===== config.mk =====
export PLATFORM = sky130hd
export DESIGN_NAME = sliding_window_frame_deframer
export DESIGN_NICKNAME = d
export VERILOG_FILES = /design/src/swfd_pkg.sv /design/src/swfd_window.sv /design/src/swfd_decode.sv /design/src/swfd_result.sv /design/src/sliding_window_frame_deframer.sv
export SDC_FILE = /design/constraint.sdc
export NUM_CORES = 1
export LEC_CHECK = 0
export BUFFER_PORTS_ARGS = -buffer_cell sky130_fd_sc_hd__buf_2
export CAP_MARGIN = 5
export CORE_ASPECT_RATIO = 0.8
export CORE_MARGIN = 1
export CORE_UTILIZATION = 35
export DETAILED_ROUTE_END_ITERATION = 12
export SYNTH_ARGS = -nofsm -noshare
export SYNTH_HDL_FRONTEND = slang
export SYNTH_HIERARCHICAL = 1
export SYNTH_SLANG_ARGS = --single-unit
export TNS_END_PERCENT = 50

===== constraint.sdc =====
create_clock -name aclk -period 9.7 [get_ports aclk]
set_input_delay 1.94 -clock aclk [delete_from_list [all_inputs] [get_ports aclk]]
set_output_delay 1.94 -clock aclk [all_outputs]
set_load 0.01 [all_outputs]

===== src/swfd_pkg.sv =====
// Package for the sliding window frame deframer: window geometry, frame markers,
// header strings and the structs passed between the window, decode and result blocks.
// No dependencies.
package swfd_pkg;

    // Window geometry and frame markers
    localparam int unsigned WIN_LEN              = 32;
    localparam int unsigned FILL_W               = 6;
    localparam int unsigned END_POS              = 31;
    localparam int unsigned HDR_LEN              = 9;
    localparam int unsigned TAG_POS              = 9;
    localparam int unsigned BODY_POS             = 10;
    localparam int unsigned TAG_LIMIT            = 8;
    localparam int unsigned ACTION_CODE_BYTES_DEF = 8;
    localparam int unsigned TEXT_W               = 64;
    localparam int unsigned LEN_W                = 4;

    localparam logic [7:0] END_MARK = 8'hED;
    localparam logic [7:0] ACT_TAG  = 8'h0F;
    localparam logic [7:0] DASH     = 8'h2D;

    localparam logic [FILL_W-1:0] FILL_FULL = FILL_W'(WIN_LEN);

    // Frame kind codes
    localparam logic KIND_MEAS = 1'b0;
    localparam logic KIND_ACT  = 1'b1;

    // Header strings, first byte at index 0
    localparam logic [7:0] HDR_MEAS [HDR_LEN] = '{
        8'h4D, 8'h45, 8'h41, 8'h53, 8'h55, 8'h52, 8'h49, 8'h4E, 8'h47
    };
    localparam logic [7:0] HDR_ACT [HDR_LEN] = '{
        8'h41, 8'h43, 8'h54, 8'h49, 8'h4F, 8'h4E, 8'h49, 8'h4E, 8'h47
    };

    // Window bytes, element 0 is the oldest byte
    typedef logic [WIN_LEN-1:0][7:0] window_t;

    // Frame check outcome
    typedef struct packed {
        logic       frame;       // valid frame, window is consumed
        logic       has_result;  // frame produces a result beat
        logic       is_meas;     // measuring frame
        logic [2:0] tag;         // measuring tag
    } dec_status_t;

    // Result payload without the sequence number
    typedef struct packed {
        logic              frame_kind;
        logic [2:0]        tag_index;
        logic [31:0]       pos_x_bits;
        logic [31:0]       pos_y_bits;
        logic [31:0]       bearing_bits;
        logic [31:0]       heading_bits;
        logic [31:0]       margin_bits;
        logic [TEXT_W-1:0] action_text;
        logic [LEN_W-1:0]  action_length;
        logic [7:0]        stage_pins;
    } result_t;

endpackage


===== src/swfd_window.sv =====
// Byte window shift line, fill count and frame check scheduling.
// Depends on swfd_pkg.
module swfd_window (
    input  logic                  aclk,
    input  logic                  aresetn,
    input  logic                  s_valid,
    output logic                  s_ready,
    input  logic [7:0]            s_rx_byte,
    input  swfd_pkg::dec_status_t status,
    input  logic                  out_free,
    output swfd_pkg::window_t     window,
    output logic                  check_done
);

    swfd_pkg::window_t                win_reg;
    logic [swfd_pkg::FILL_W-1:0]      fill_reg;
    logic [swfd_pkg::FILL_W-1:0]      fill_next;
    logic                             pending_reg;
    logic                             pending_next;
    logic                             accept;

    // Finish a pending check unless its result has nowhere to go
    assign check_done = pending_reg && (out_free || !status.has_result);
    assign s_ready    = !pending_reg || check_done;
    assign accept     = s_valid && s_ready;
    assign window     = win_reg;

    // Empty on a consumed frame, then count the new beat
    always_comb begin
        fill_next    = fill_reg;
        pending_next = pending_reg && !check_done;
        if (check_done && status.frame) begin
            fill_next = '0;
        end
        if (accept) begin
            if (fill_next != swfd_pkg::FILL_FULL) begin
                fill_next = fill_next + swfd_pkg::FILL_W'(1);
            end
            pending_next = (fill_next == swfd_pkg::FILL_FULL);
        end
    end

    // Hold control state
    always_ff @(posedge aclk) begin
        if (!aresetn) begin
            fill_reg    <= '0;
            pending_reg <= 1'b0;
        end else begin
            fill_reg    <= fill_next;
            pending_reg <= pending_next;
        end
    end

    // Shift the new byte in at the top
    always_ff @(posedge aclk) begin
        if (accept) begin
            win_reg <= {s_rx_byte, win_reg[swfd_pkg::WIN_LEN-1:1]};
        end
    end

`ifndef ASSERT_OFF
    a_pending_full: assert property (@(posedge aclk) disable iff (!aresetn)
        pending_reg |-> (fill_reg == swfd_pkg::FILL_FULL))
        else $error("check pending on a window that is not full");

    a_consume_empty: assert property (@(posedge aclk) disable iff (!aresetn)
        (check_done && status.frame && !accept) |=> (fill_reg == '0))
        else $error("consumed frame did not empty the window");

    a_hold_stall: assert property (@(posedge aclk) disable iff (!aresetn)
        (pending_reg && !check_done) |=> (pending_reg && $stable(win_reg)))
        else $error("stalled check lost its window");
`endif

endmodule


===== src/swfd_decode.sv =====
// Frame check and field extraction on the current window.
// Depends on swfd_pkg.
module swfd_decode #(
    parameter int unsigned ACTION_CODE_BYTES = swfd_pkg::ACTION_CODE_BYTES_DEF
) (
    input  swfd_pkg::window_t     window,
    input  logic [2:0]            last_tag,
    input  logic                  tag_known,
    output swfd_pkg::dec_status_t status,
    output swfd_pkg::result_t     result
);

    logic                           meas_hdr;
    logic                           act_hdr;
    logic                           end_ok;
    logic                           meas;
    logic                           act;
    logic [7:0]                     tag_byte;
    logic [swfd_pkg::LEN_W-1:0]     len;
    logic [swfd_pkg::TEXT_W-1:0]    text;

    assign tag_byte = window[swfd_pkg::TAG_POS];
    assign end_ok   = (window[swfd_pkg::END_POS] == swfd_pkg::END_MARK);

    // Compare the header bytes
    always_comb begin
        meas_hdr = 1'b1;
        act_hdr  = 1'b1;
        for (int i = 0; i < swfd_pkg::HDR_LEN; i++) begin
            if (window[i] != swfd_pkg::HDR_MEAS[i]) meas_hdr = 1'b0;
            if (window[i] != swfd_pkg::HDR_ACT[i])  act_hdr  = 1'b0;
        end
    end

    assign meas = end_ok && meas_hdr;
    assign act  = end_ok && act_hdr;

    // Trim trailing dashes from the action code
    always_comb begin
        len = '0;
        for (int i = 0; i < ACTION_CODE_BYTES; i++) begin
            if (window[swfd_pkg::BODY_POS + i] != swfd_pkg::DASH) begin
                len = swfd_pkg::LEN_W'(i + 1);
            end
        end
    end

    // Keep code bytes below the trimmed length
    always_comb begin
        text = '0;
        for (int i = 0; i < ACTION_CODE_BYTES; i++) begin
            if (swfd_pkg::LEN_W'(i) < len) begin
                text[8*i +: 8] = window[swfd_pkg::BODY_POS + i];
            end
        end
    end

    always_comb begin
        status.frame      = meas || act;
        status.is_meas    = meas;
        status.tag        = tag_byte[2:0];
        status.has_result = (meas && (tag_byte < 8'(swfd_pkg::TAG_LIMIT)))
                         || (act && (tag_byte == swfd_pkg::ACT_TAG));
    end

    // Build the result fields for either frame kind
    always_comb begin
        result = '0;
        if (meas) begin
            result.frame_kind   = swfd_pkg::KIND_MEAS;
            result.tag_index    = tag_byte[2:0];
            result.pos_x_bits   = {window[13], window[12], window[11], window[10]};
            result.pos_y_bits   = {window[17], window[16], window[15], window[14]};
            result.bearing_bits = {window[21], window[20], window[19], window[18]};
            result.heading_bits = {window[25], window[24], window[23], window[22]};
            result.margin_bits  = {window[29], window[28], window[27], window[26]};
            result.stage_pins   = ~(8'b1 << tag_byte[2:0]);
        end else begin
            result.frame_kind    = swfd_pkg::KIND_ACT;
            result.tag_index     = last_tag;
            result.action_text   = text;
            result.action_length = len;
            result.stage_pins    = tag_known ? (8'b1 << last_tag) : 8'b0;
        end
    end

endmodule


===== src/swfd_result.sv =====
// Result register, frame counter and remembered tag.
// Depends on swfd_pkg.
module swfd_result (
    input  logic                  aclk,
    input  logic                  aresetn,
    input  logic                  check_done,
    input  swfd_pkg::dec_status_t status,
    input  swfd_pkg::result_t     result,
    output logic                  out_free,
    output logic [2:0]            last_tag,
    output logic                  tag_known,
    output logic                  m_valid,
    input  logic                  m_ready,
    output swfd_pkg::result_t     m_result,
    output logic [31:0]           m_sequence_number
);

    logic              m_valid_reg;
    swfd_pkg::result_t m_result_reg;
    logic [31:0]       m_seq_reg;
    logic [31:0]       counter_reg;
    logic [2:0]        last_tag_reg;
    logic              tag_known_reg;
    logic              load;

    assign out_free          = !m_valid_reg || m_ready;
    assign load              = check_done && status.has_result;
    assign m_valid           = m_valid_reg;
    assign m_result          = m_result_reg;
    assign m_sequence_number = m_seq_reg;
    assign last_tag          = last_tag_reg;
    assign tag_known         = tag_known_reg;

    // Advance counter and tag state, hold the output beat until taken
    always_ff @(posedge aclk) begin
        if (!aresetn) begin
            m_valid_reg   <= 1'b0;
            counter_reg   <= '0;
            last_tag_reg  <= '0;
            tag_known_reg <= 1'b0;
        end else begin
            if (load) begin
                m_valid_reg <= 1'b1;
                counter_reg <= counter_reg + 32'd1;
                if (status.is_meas) begin
                    last_tag_reg  <= status.tag;
                    tag_known_reg <= 1'b1;
                end
            end else if (m_ready) begin
                m_valid_reg <= 1'b0;
            end
        end
    end

    // Load the payload
    always_ff @(posedge aclk) begin
        if (load) begin
            m_result_reg <= result;
            m_seq_reg    <= counter_reg + 32'd1;
        end
    end

`ifndef ASSERT_OFF
    a_load_free: assert property (@(posedge aclk) disable iff (!aresetn)
        load |-> out_free)
        else $error("result loaded over a beat not yet taken");

    a_seq_step: assert property (@(posedge aclk) disable iff (!aresetn)
        load |=> (m_seq_reg == counter_reg))
        else $error("sequence number does not match frame counter");

    a_tag_known: assert property (@(posedge aclk) disable iff (!aresetn)
        (load && status.is_meas) |=> tag_known_reg)
        else $error("measuring frame did not record its tag");
`endif

endmodule


===== src/sliding_window_frame_deframer.sv =====
// A frame's closing byte enters the window, then its result beat is registered.
// Throughput: one byte per cycle; a byte stalls only while a finished frame check
// waits for the result register, which is freed by the downstream handshake.
// Reset: synchronous active-low aresetn clears fill count, check flag, frame
// counter, tag state and output valid; window bytes are not reset.
// Top level: sliding window frame deframer. Depends on swfd_pkg and submodules.
module sliding_window_frame_deframer #(
    parameter int unsigned ACTION_CODE_BYTES = swfd_pkg::ACTION_CODE_BYTES_DEF
) (
    input  logic                         aclk,
    input  logic                         aresetn,
    input  logic                         s_valid,
    output logic                         s_ready,
    input  logic [7:0]                   s_rx_byte,
    output logic                         m_valid,
    input  logic                         m_ready,
    output logic                         m_frame_kind,
    output logic [2:0]                   m_tag_index,
    output logic [31:0]                  m_pos_x_bits,
    output logic [31:0]                  m_pos_y_bits,
    output logic [31:0]                  m_bearing_bits,
    output logic [31:0]                  m_heading_bits,
    output logic [31:0]                  m_margin_bits,
    output logic [swfd_pkg::TEXT_W-1:0]  m_action_text,
    output logic [swfd_pkg::LEN_W-1:0]   m_action_length,
    output logic [7:0]                   m_stage_pins,
    output logic [31:0]                  m_sequence_number
);

    swfd_pkg::window_t     window;
    swfd_pkg::dec_status_t status;
    swfd_pkg::result_t     result;
    swfd_pkg::result_t     m_result;
    logic                  out_free;
    logic                  check_done;
    logic [2:0]            last_tag;
    logic                  tag_known;

    swfd_window u_window (
        .aclk       (aclk),
        .aresetn    (aresetn),
        .s_valid    (s_valid),
        .s_ready    (s_ready),
        .s_rx_byte  (s_rx_byte),
        .status     (status),
        .out_free   (out_free),
        .window     (window),
        .check_done (check_done)
    );

    swfd_decode #(
        .ACTION_CODE_BYTES (ACTION_CODE_BYTES)
    ) u_decode (
        .window    (window),
        .last_tag  (last_tag),
        .tag_known (tag_known),
        .status    (status),
        .result    (result)
    );

    swfd_result u_result (
        .aclk              (aclk),
        .aresetn           (aresetn),
        .check_done        (check_done),
        .status            (status),
        .result            (result),
        .out_free          (out_free),
        .last_tag          (last_tag),
        .tag_known         (tag_known),
        .m_valid           (m_valid),
        .m_ready           (m_ready),
        .m_result          (m_result),
        .m_sequence_number (m_sequence_number)
    );

    // Unpack the result beat onto its ports
    assign m_frame_kind    = m_result.frame_kind;
    assign m_tag_index     = m_result.tag_index;
    assign m_pos_x_bits    = m_result.pos_x_bits;
    assign m_pos_y_bits    = m_result.pos_y_bits;
    assign m_bearing_bits  = m_result.bearing_bits;
    assign m_heading_bits  = m_result.heading_bits;
    assign m_margin_bits   = m_result.margin_bits;
    assign m_action_text   = m_result.action_text;
    assign m_action_length = m_result.action_length;
    assign m_stage_pins    = m_result.stage_pins;

endmodule

==> results.md, run 1 <==
* Drt first-iter violations at 1092
* Cell Count, Final, Fillers Out at 2365
* Post-synth top area share at 75.1%
* Unrepaired setup endpoints after global routing: false
* Count of unresolved DRC violations after routing at 0
* Number of H-tree levels at 2
* Flip-flop count of the largest register after layout at 256
* Number of flip-flops and latches in the synthesized netlist at 572
* Slew at the pin closest to its max-slew limit at 1.25 ns
* Highest achievable clock rate at 196 MHz
* Post-synth EDFFs at 528
* Final hold violations at 0
* Post-placement cell area at 0.0233 mm²
* Number of buffers on the longest clock path at 3
* Critical path peak fanout at 73
* Type of origin of the critical path: flip-flop
* Worst Path Arrival at 3.16 ns
* TritonCTS Buffers at 58
* Io pins at 286
* Ranking of synthesized cells by area: edfxtp_1, and3_1, dfxtp_1
* Global-route wire length before repair at 71000 µm
* Detailed-route vias per instance at 4.99
* Placed Cells incl. Taps at 2260
* Count of final max-slew check failures at 0
* # fillers at 5359
* Synth Net Count at 1279
* Via count of the first global-routing pass at 11374
* Skew-Pair Late Insertion Delay at 0.61 ns
* Drt wl/cell at 20.3 µm
* Routed length on met1 at 22100 µm
* Largest voltage drop on the vdd net at 0.127 mV
* Class of the most critical hold timing path: reg -> reg
* Core area at 0.0596 mm²
* Share of cells above drive strength 1 at 25.2%
* Number of buffers added on ports at 285
* TritonCTS clock tree: yes
* Sum Neg Setup Slack at 0 ns
* Via total after detailed routing at 11811
* Yosys Warn Count at 6
* Total of endpoints with negative setup slack in the final report at 0
* Dominant synthesized flop cell: edfxtp_1
* Required time reported for the critical path endpoint at 7.76 ns
* Effective utilization at floorplan at 35.4%
* Net total in the final layout at 1555
* Synthesized netlist cell count at 1265
* Sequential area share after synthesis at 79.3%
* Die Height at 222 µm
* Final GP Congestion at 0.813
* Met2 WL post-DR at 21600 µm
* Post-CTS resize count at 0
* Post-synthesis async set-or-reset flop share at 0%
* Antenna violations before repair at 2
* Routed met3 length at 3520 µm
* TritonCTS Sinks at 572
* Floorplan die width at 277 µm
* Setup Skew at 0.0297 ns
* Number of buffers inserted for hold repair after clock tree synthesis at 0
* Unique cell type count in the Yosys netlist at 62
* Root Driver: clkbuf_16
* DIE AREA at 0.0613 mm²
* Yosys top cell by area: edfxtp_1
* Largest net degree at the start of global routing at 167
* Routed Wire Length at 48000 µm
* Count of buffers added by post-CTS timing repair for setup at 0
* Antenna Violating Nets Remaining at 0
* Critical path start-end classification: reg -> out
* Grt total ovfl at 0
* Max-cap viol count at 0
* Uppermost layer routed: met4
* Mean instance size in the synthesized netlist at 16.7 µm²
* Final Cycle Share at 52.6%
* Critical path capture point type: output port
* Power density over cell area at 201 mW/mm²
* Number of detailed-route iterations in the first pass at 7
* GRT Overall Usage at 15.1%
* Area growth from synthesis to layout at 19.1%
* Outcome: finished, final reports clean
* Half-perimeter wire length after detailed placement at 30400 µm
* Diode count at 0
* Final critical path time including I/O delays and setup at 5.10 ns
* Cell Area, Synth at 0.0211 mm²
* Leakage power of the design at 10.2 nW
* Clock transition at the register clock pins on the worst setup and hold paths after CTS at 0.06 ns
* Number of standard-cell rows in the floorplan at 80
* Area of all placed cells without fillers at 0.0251 mm²
* Worst slew margin relative to its limit at 16.3%
worst paths after layout:
path / start / endpoint / slack (ns) / depth (start not counted)
worst max register to register: u_window/window[9] / u_result/m_result[122] / 5.05 / 8
worst max-delay path: u_window/window[9] / s_ready / 4.60 / 7
worst min-delay path: u_window/window[246] / u_window/window[238] / 0.42 / 0
worst min register to register: u_window/window[246] / u_window/window[238] / 0.42 / 0
critical path, stage by stage, from the launching register on:
cell	delay, ns
edfxtp_1	0.40
nand4b_1	0.20
nor4_1	0.27
and3_4	0.66
nand2b_1	0.11
a21oi_1	0.41
nand3b_1	0.27
buf_2	0.22
synth_stat cells, types with 2 or more instances:
master and instances:
a21oi_1 28, a31oi_1 2, and2_1 40, and3_1 187
and4_1 6, and4b_1 10, buf_1 3, buf_2 9
buf_4 6, buf_6 2, clkbuf_1 55, dfxtp_1 44
edfxtp_1 528, ha_1 2, inv_1 5, inv_2 2
mux2_1 3, mux2i_1 10, nand2_1 47, nand2b_1 7
nand3_1 32, nand3_2 2, nand3b_1 3, nand4_1 23
nand4_2 2, nand4b_1 3, nor2_1 30, nor2b_1 5
nor3_1 9, nor3b_1 7, nor4_1 13, nor4b_1 11
nor4b_2 3, nor4bb_1 7, o211a_1 4, o21a_1 2
o21ai_0 12, o31ai_1 11, or2_2 3, or3_1 9
or4_1 15, or4_4 2, xnor2_1 25, xor2_1 18
kinds of logic (layout without fill, tap and decap cells):
family                     count (synthesis)  count (layout)  share of synthesized area [%]
adders and majority gates                  2               2                          0.119
muxes                                     13              13                          0.635
DFF                                      572             572                           79.3
AOI/OAI and AO/OA                         65              65                           1.90
xor gates and xnor gates                  43              43                           1.78
buffers and inverters                     84             405                           1.74
and+or+nand+nor                          486             486                           14.5
power by group:
part	internal, mW	leakage [nW]	switching, mW
Combinational	0.0182	3.41	0.0343
Clock	1.26	0.905	0.933
Sequential	2.75	5.84	0.0494
per-layer routing:
layer  track usage, %  up-vias
met4             3.84        0
met2             23.0      388
met3             3.88       56
met1             21.7     5930
met5                0        -
li1                 -     5437
placed cells by master (no fill, tap or decap), types with 18 or more instances in the layout:
cell	instances
edfxtp_1	528
buf_2	285
and3_1	186
clkbuf_16	59
nand2_1	47
dfxtp_1	44
and2_1	40
nand3_1	32
nor2_1	30
a21oi_1	28
xnor2_1	25
nand4_1	23
xor2_1	18
layout make-up:
type / count / area [µm²] / area share, %
inverter: 8 / 47.5 / 0.189
tap: 779 / 975 / 3.88
clock inverter: 31 / 318 / 1.26
multi-input combinational: 609 / 4010 / 16.0
sequential: 572 / 16700 / 66.6
clock buffer: 74 / 1540 / 6.14
timing repair buffer: 292 / 1500 / 5.98
metrics by stage:
stage          power, mW  setup slack [ns]  hold WS, ns  utilization (%)
2_1_floorplan       2.87              3.51        0.400                -
3_3_place_gp        2.90              4.81        0.403             39.1
3_5_place_dp        2.91              4.65        0.405             39.1
4_1_cts             5.12              4.47        0.419             42.2
5_1_grt             5.21              4.34        0.421             42.2
6_report            5.05              4.60        0.419             42.2
Power figures use the tool's default switching activity.
==> run 2, diff against run 1 <==
==> constraint.sdc (replaced) <==
create_clock -name aclk -period 4.6 [get_ports aclk]
set_input_delay 0.92 -clock aclk [delete_from_list [all_inputs] [get_ports aclk]]
set_output_delay 0.92 -clock aclk [all_outputs]
set_load 0.01 [all_outputs]
==> run 2 against run 1 <==
Register-to-register slack got worse by 4.6 ns. Clock power rose by 110%. Worst setup slack lost 4.2 ns.
==> results.md, run 2 (synthesis gave the netlist of run 1 again) <==
* Grt total ovfl at 0 (unchanged)
* RR Endpoint: u_result/m_result[164]
* Setup Skew at 0.0192 ns (-0.0105 ns)
* Leakage power of the design at 10.2 nW (about the same)
* Proportion of power drawn by the clock network at 42.9% (-0.6 points)
* Commonest cells after routing, fill and taps aside: edfxtp_1, buf_2, and3_1
* Slew at the pin closest to its max-slew limit at 1.20 ns (-0.0529 ns)
* Number of detailed-route iterations in the first pass at 7 (unchanged)
* Via total after detailed routing at 11833 (+0.19%)
* Worst flop-to-flop path startpoint: u_window/window[17]
* Count of unresolved DRC violations after routing at 0 (unchanged)
* Worst slew margin relative to its limit at 19.8% (+3.4 points)
* Drt first-iter violations at 1118 (+2.4%)
* Routed Wire Length at 47900 µm (-0.26%)
* Part of the power in registers at 56.0% (+0.5 points)
* Sw Share at 19.9% (-0.29 points)
* Internal power at 8.45 mW (+110%)
* TritonCTS Sinks at 572 (unchanged)
* Number of H-tree levels at 2 (unchanged)
* DIE AREA at 0.0613 mm² (unchanged)
* Root Driver: clkbuf_16
* Final GP Congestion at 0.815 (+0.30%)
* Flip-flop count of the largest register after layout at 256 (unchanged)
* Setup crit start: u_window/window[17]
* Worst Path Arrival at 4.49 ns (+1.33 ns)
* Via count of the first global-routing pass at 11553 (+1.6%)
* GRT Overall Usage at 15.2% (+0.062 points)
* Floorplan die width at 277 µm (unchanged)
* Outcome: finished, final reports clean
* Power density over cell area at 420 mW/mm² (+110%)
* Worst Setup EP: u_result/m_result[164]
* Antenna Violating Nets Remaining at 0 (unchanged)
* Final critical path time including I/O delays and setup at 4.19 ns
* Count of buffers added by post-CTS timing repair for setup at 0 (unchanged)
* Core area at 0.0596 mm² (unchanged)
* Critical path peak fanout at 92 (+26%)
* Post-CTS resize count at 0 (unchanged)
* Detailed-route vias per instance at 4.99 (about the same)
* Critical path capture point type: flip-flop
* Number of buffers inserted for hold repair after clock tree synthesis at 0 (unchanged)
* TritonCTS clock tree: yes
* Unrepaired setup endpoints after global routing: false
* Type of origin of the critical path: flip-flop
* List of cells traversed by the critical path: nor4bb_1 -> nand4_1 -> nor4_4 -> nand2_1 -> a21oi_1 -> nand2b_1 -> and2_1 -> nand2_1 -> clkinv_8 -> buf_12
* Io pins at 286 (unchanged)
* Drt wl/cell at 20.2 µm (-0.43%)
* Number of standard-cell rows in the floorplan at 80 (unchanged)
* Total of endpoints with negative setup slack in the final report at 0 (unchanged)
* Critical path's top delay family: simple AND/OR/NAND/NOR gates
* Class of the most critical hold timing path: reg -> reg
* Total buffers and inverters traversed by the critical path at 2 (+1)
* Comb pwr share at 1.1% (about the same)
* Net total in the final layout at 1560 (+0.32%)
* Effective utilization at floorplan at 35.4% (unchanged)
* Highest achievable clock rate at 238 MHz
* Required time reported for the critical path endpoint at 4.90 ns (-2.86 ns)
* Power dissipated by switching net loads at 2.10 mW (+110%)
* CP dominant cell by count: nand2_1
* TritonCTS Buffers at 57 (-1.7%)
* Cell depth of the worst flop-to-flop path at 10 (+2)
* Placed Cells incl. Taps at 2266 (+0.27%)
* Clock transition at the register clock pins on the worst setup and hold paths after CTS at 0.06 ns (about the same)
* Die Height at 222 µm (unchanged)
* Skew-Pair Late Insertion Delay at 0.61 ns (about the same)
* Largest net degree at the start of global routing at 149 (-11%)
* Antenna violations before repair at 3 (+1)
* Critical path start-end classification: reg -> reg
* Setup slack of the worst register-to-register path at 0.41 ns (-4.64 ns)
* Depth of the critical timing path with buffers and inverters included at 10 (+3)
* Cell Count, Final, Fillers Out at 2369 (+0.17%)
* Slowest CP cell: clkinv_8
* Total power at 10.5 mW (+110%)
* Number of buffers on the longest clock path at 3 (unchanged)
* Final hold violations at 0 (unchanged)
* Final Cycle Share at 91.2%
* Max-cap viol count at 0 (unchanged)
* Half-perimeter wire length after detailed placement at 30800 µm (+1.3%)
* Maximum single-stage delay on the critical path at 0.55 ns (-0.11 ns)
* Count of final max-slew check failures at 0 (unchanged)
* Share of cells above drive strength 1 at 25.3% (+0.094 points)
* Largest voltage drop on the vdd net at 0.330 mV (+160%)
* Global-route wire length before repair at 71100 µm (+0.17%)
* Leading cell type in the layout, fill and taps excluded: edfxtp_1
* # fillers at 5341 (-0.34%)
* Area growth from synthesis to layout at 19.2% (about the same)
* Number of buffers added on ports at 285 (unchanged)
## run 2: changes by cell type in the layout (fill, tap and decap cells not counted), moves of 2 or more
| cell | previous run | this run |
|---|---|---|
| buf_4 | 5 | 10 |
| diode_2 | 0 | 2 |
| clkbuf_1 | 14 | 12 |
| clkinv_1 | 9 | 11 |
| clkbuf_16 | 59 | 57 |
## run 2: layout make-up
class	count	area, µm²	share of cell area (%)
timing repair buffer	298	1560	6.21
sequential	572	16700	66.6
clock inverter	32	332	1.32
multi-input combinational	609	4010	15.9
clock buffer	69	1470	5.85
tap	779	975	3.88
antenna	2	5.00	0.0199
inverter	8	52.6	0.209
## run 2: how the worst min path moves through the flow
stage,start,to,slack [ns],depth (start not counted)
floorplan,u_window/window[240],u_window/window[232],0.40,0
global placement,u_window/window[246],u_window/window[238],0.40,0
detailed placement,u_window/window[243],u_window/window[235],0.41,0
CTS,u_window/window[243],u_window/window[235],0.42,0
global route,u_window/window[243],u_window/window[235],0.42,0
finish,u_window/window[243],u_window/window[235],0.42,0
## run 2: worst reg2reg max path, delay by kind of cell, from the launching register on
family          cells  cell delay [ns]
buf+inv             2             1.03
flops               1             0.40
simple gates        7             2.03
compound gates      1             0.38
## run 2: metal layers
layer | track usage, % | routed length [µm] | share of wire, % | vias to the layer above
li1 | - | - | - | 5441
met1 | 21.5 | 22100 | 46 | 5969
met2 | 22.9 | 21700 | 45 | 355
met3 | 4.08 | 3220 | 6.7 | 66
met4 | 4.49 | 891 | 1.9 | 2
met5 | 0 | 5 | 0.010 | -
## run 2: through the flow
stage	setup TNS (ns)	cell area, µm²	worst slack [ns]	hold WS (ns)	util, %
after CTS	0	25100	0.414	0.420	42.2
after global routing	0	25100	0.113	0.421	42.2
after floorplan	-30.67	21100	-0.196	0.400	-
after detailed placement	0	23300	0.418	0.406	39.2
final	0	25100	0.406	0.418	42.2
after global placement	0	23300	0.587	0.401	39.2
## run 2: power groups by stage
stage                     Combinational (mW)  Sequential [mW]  Clock [mW]
after floorplan                       0.0833             5.96           0
final                                  0.113             5.91        4.53
after global routing                   0.124             5.92        4.84
after global placement                 0.112             6.01           0
after detailed placement               0.114             6.02           0
after CTS                              0.115             5.91        4.65
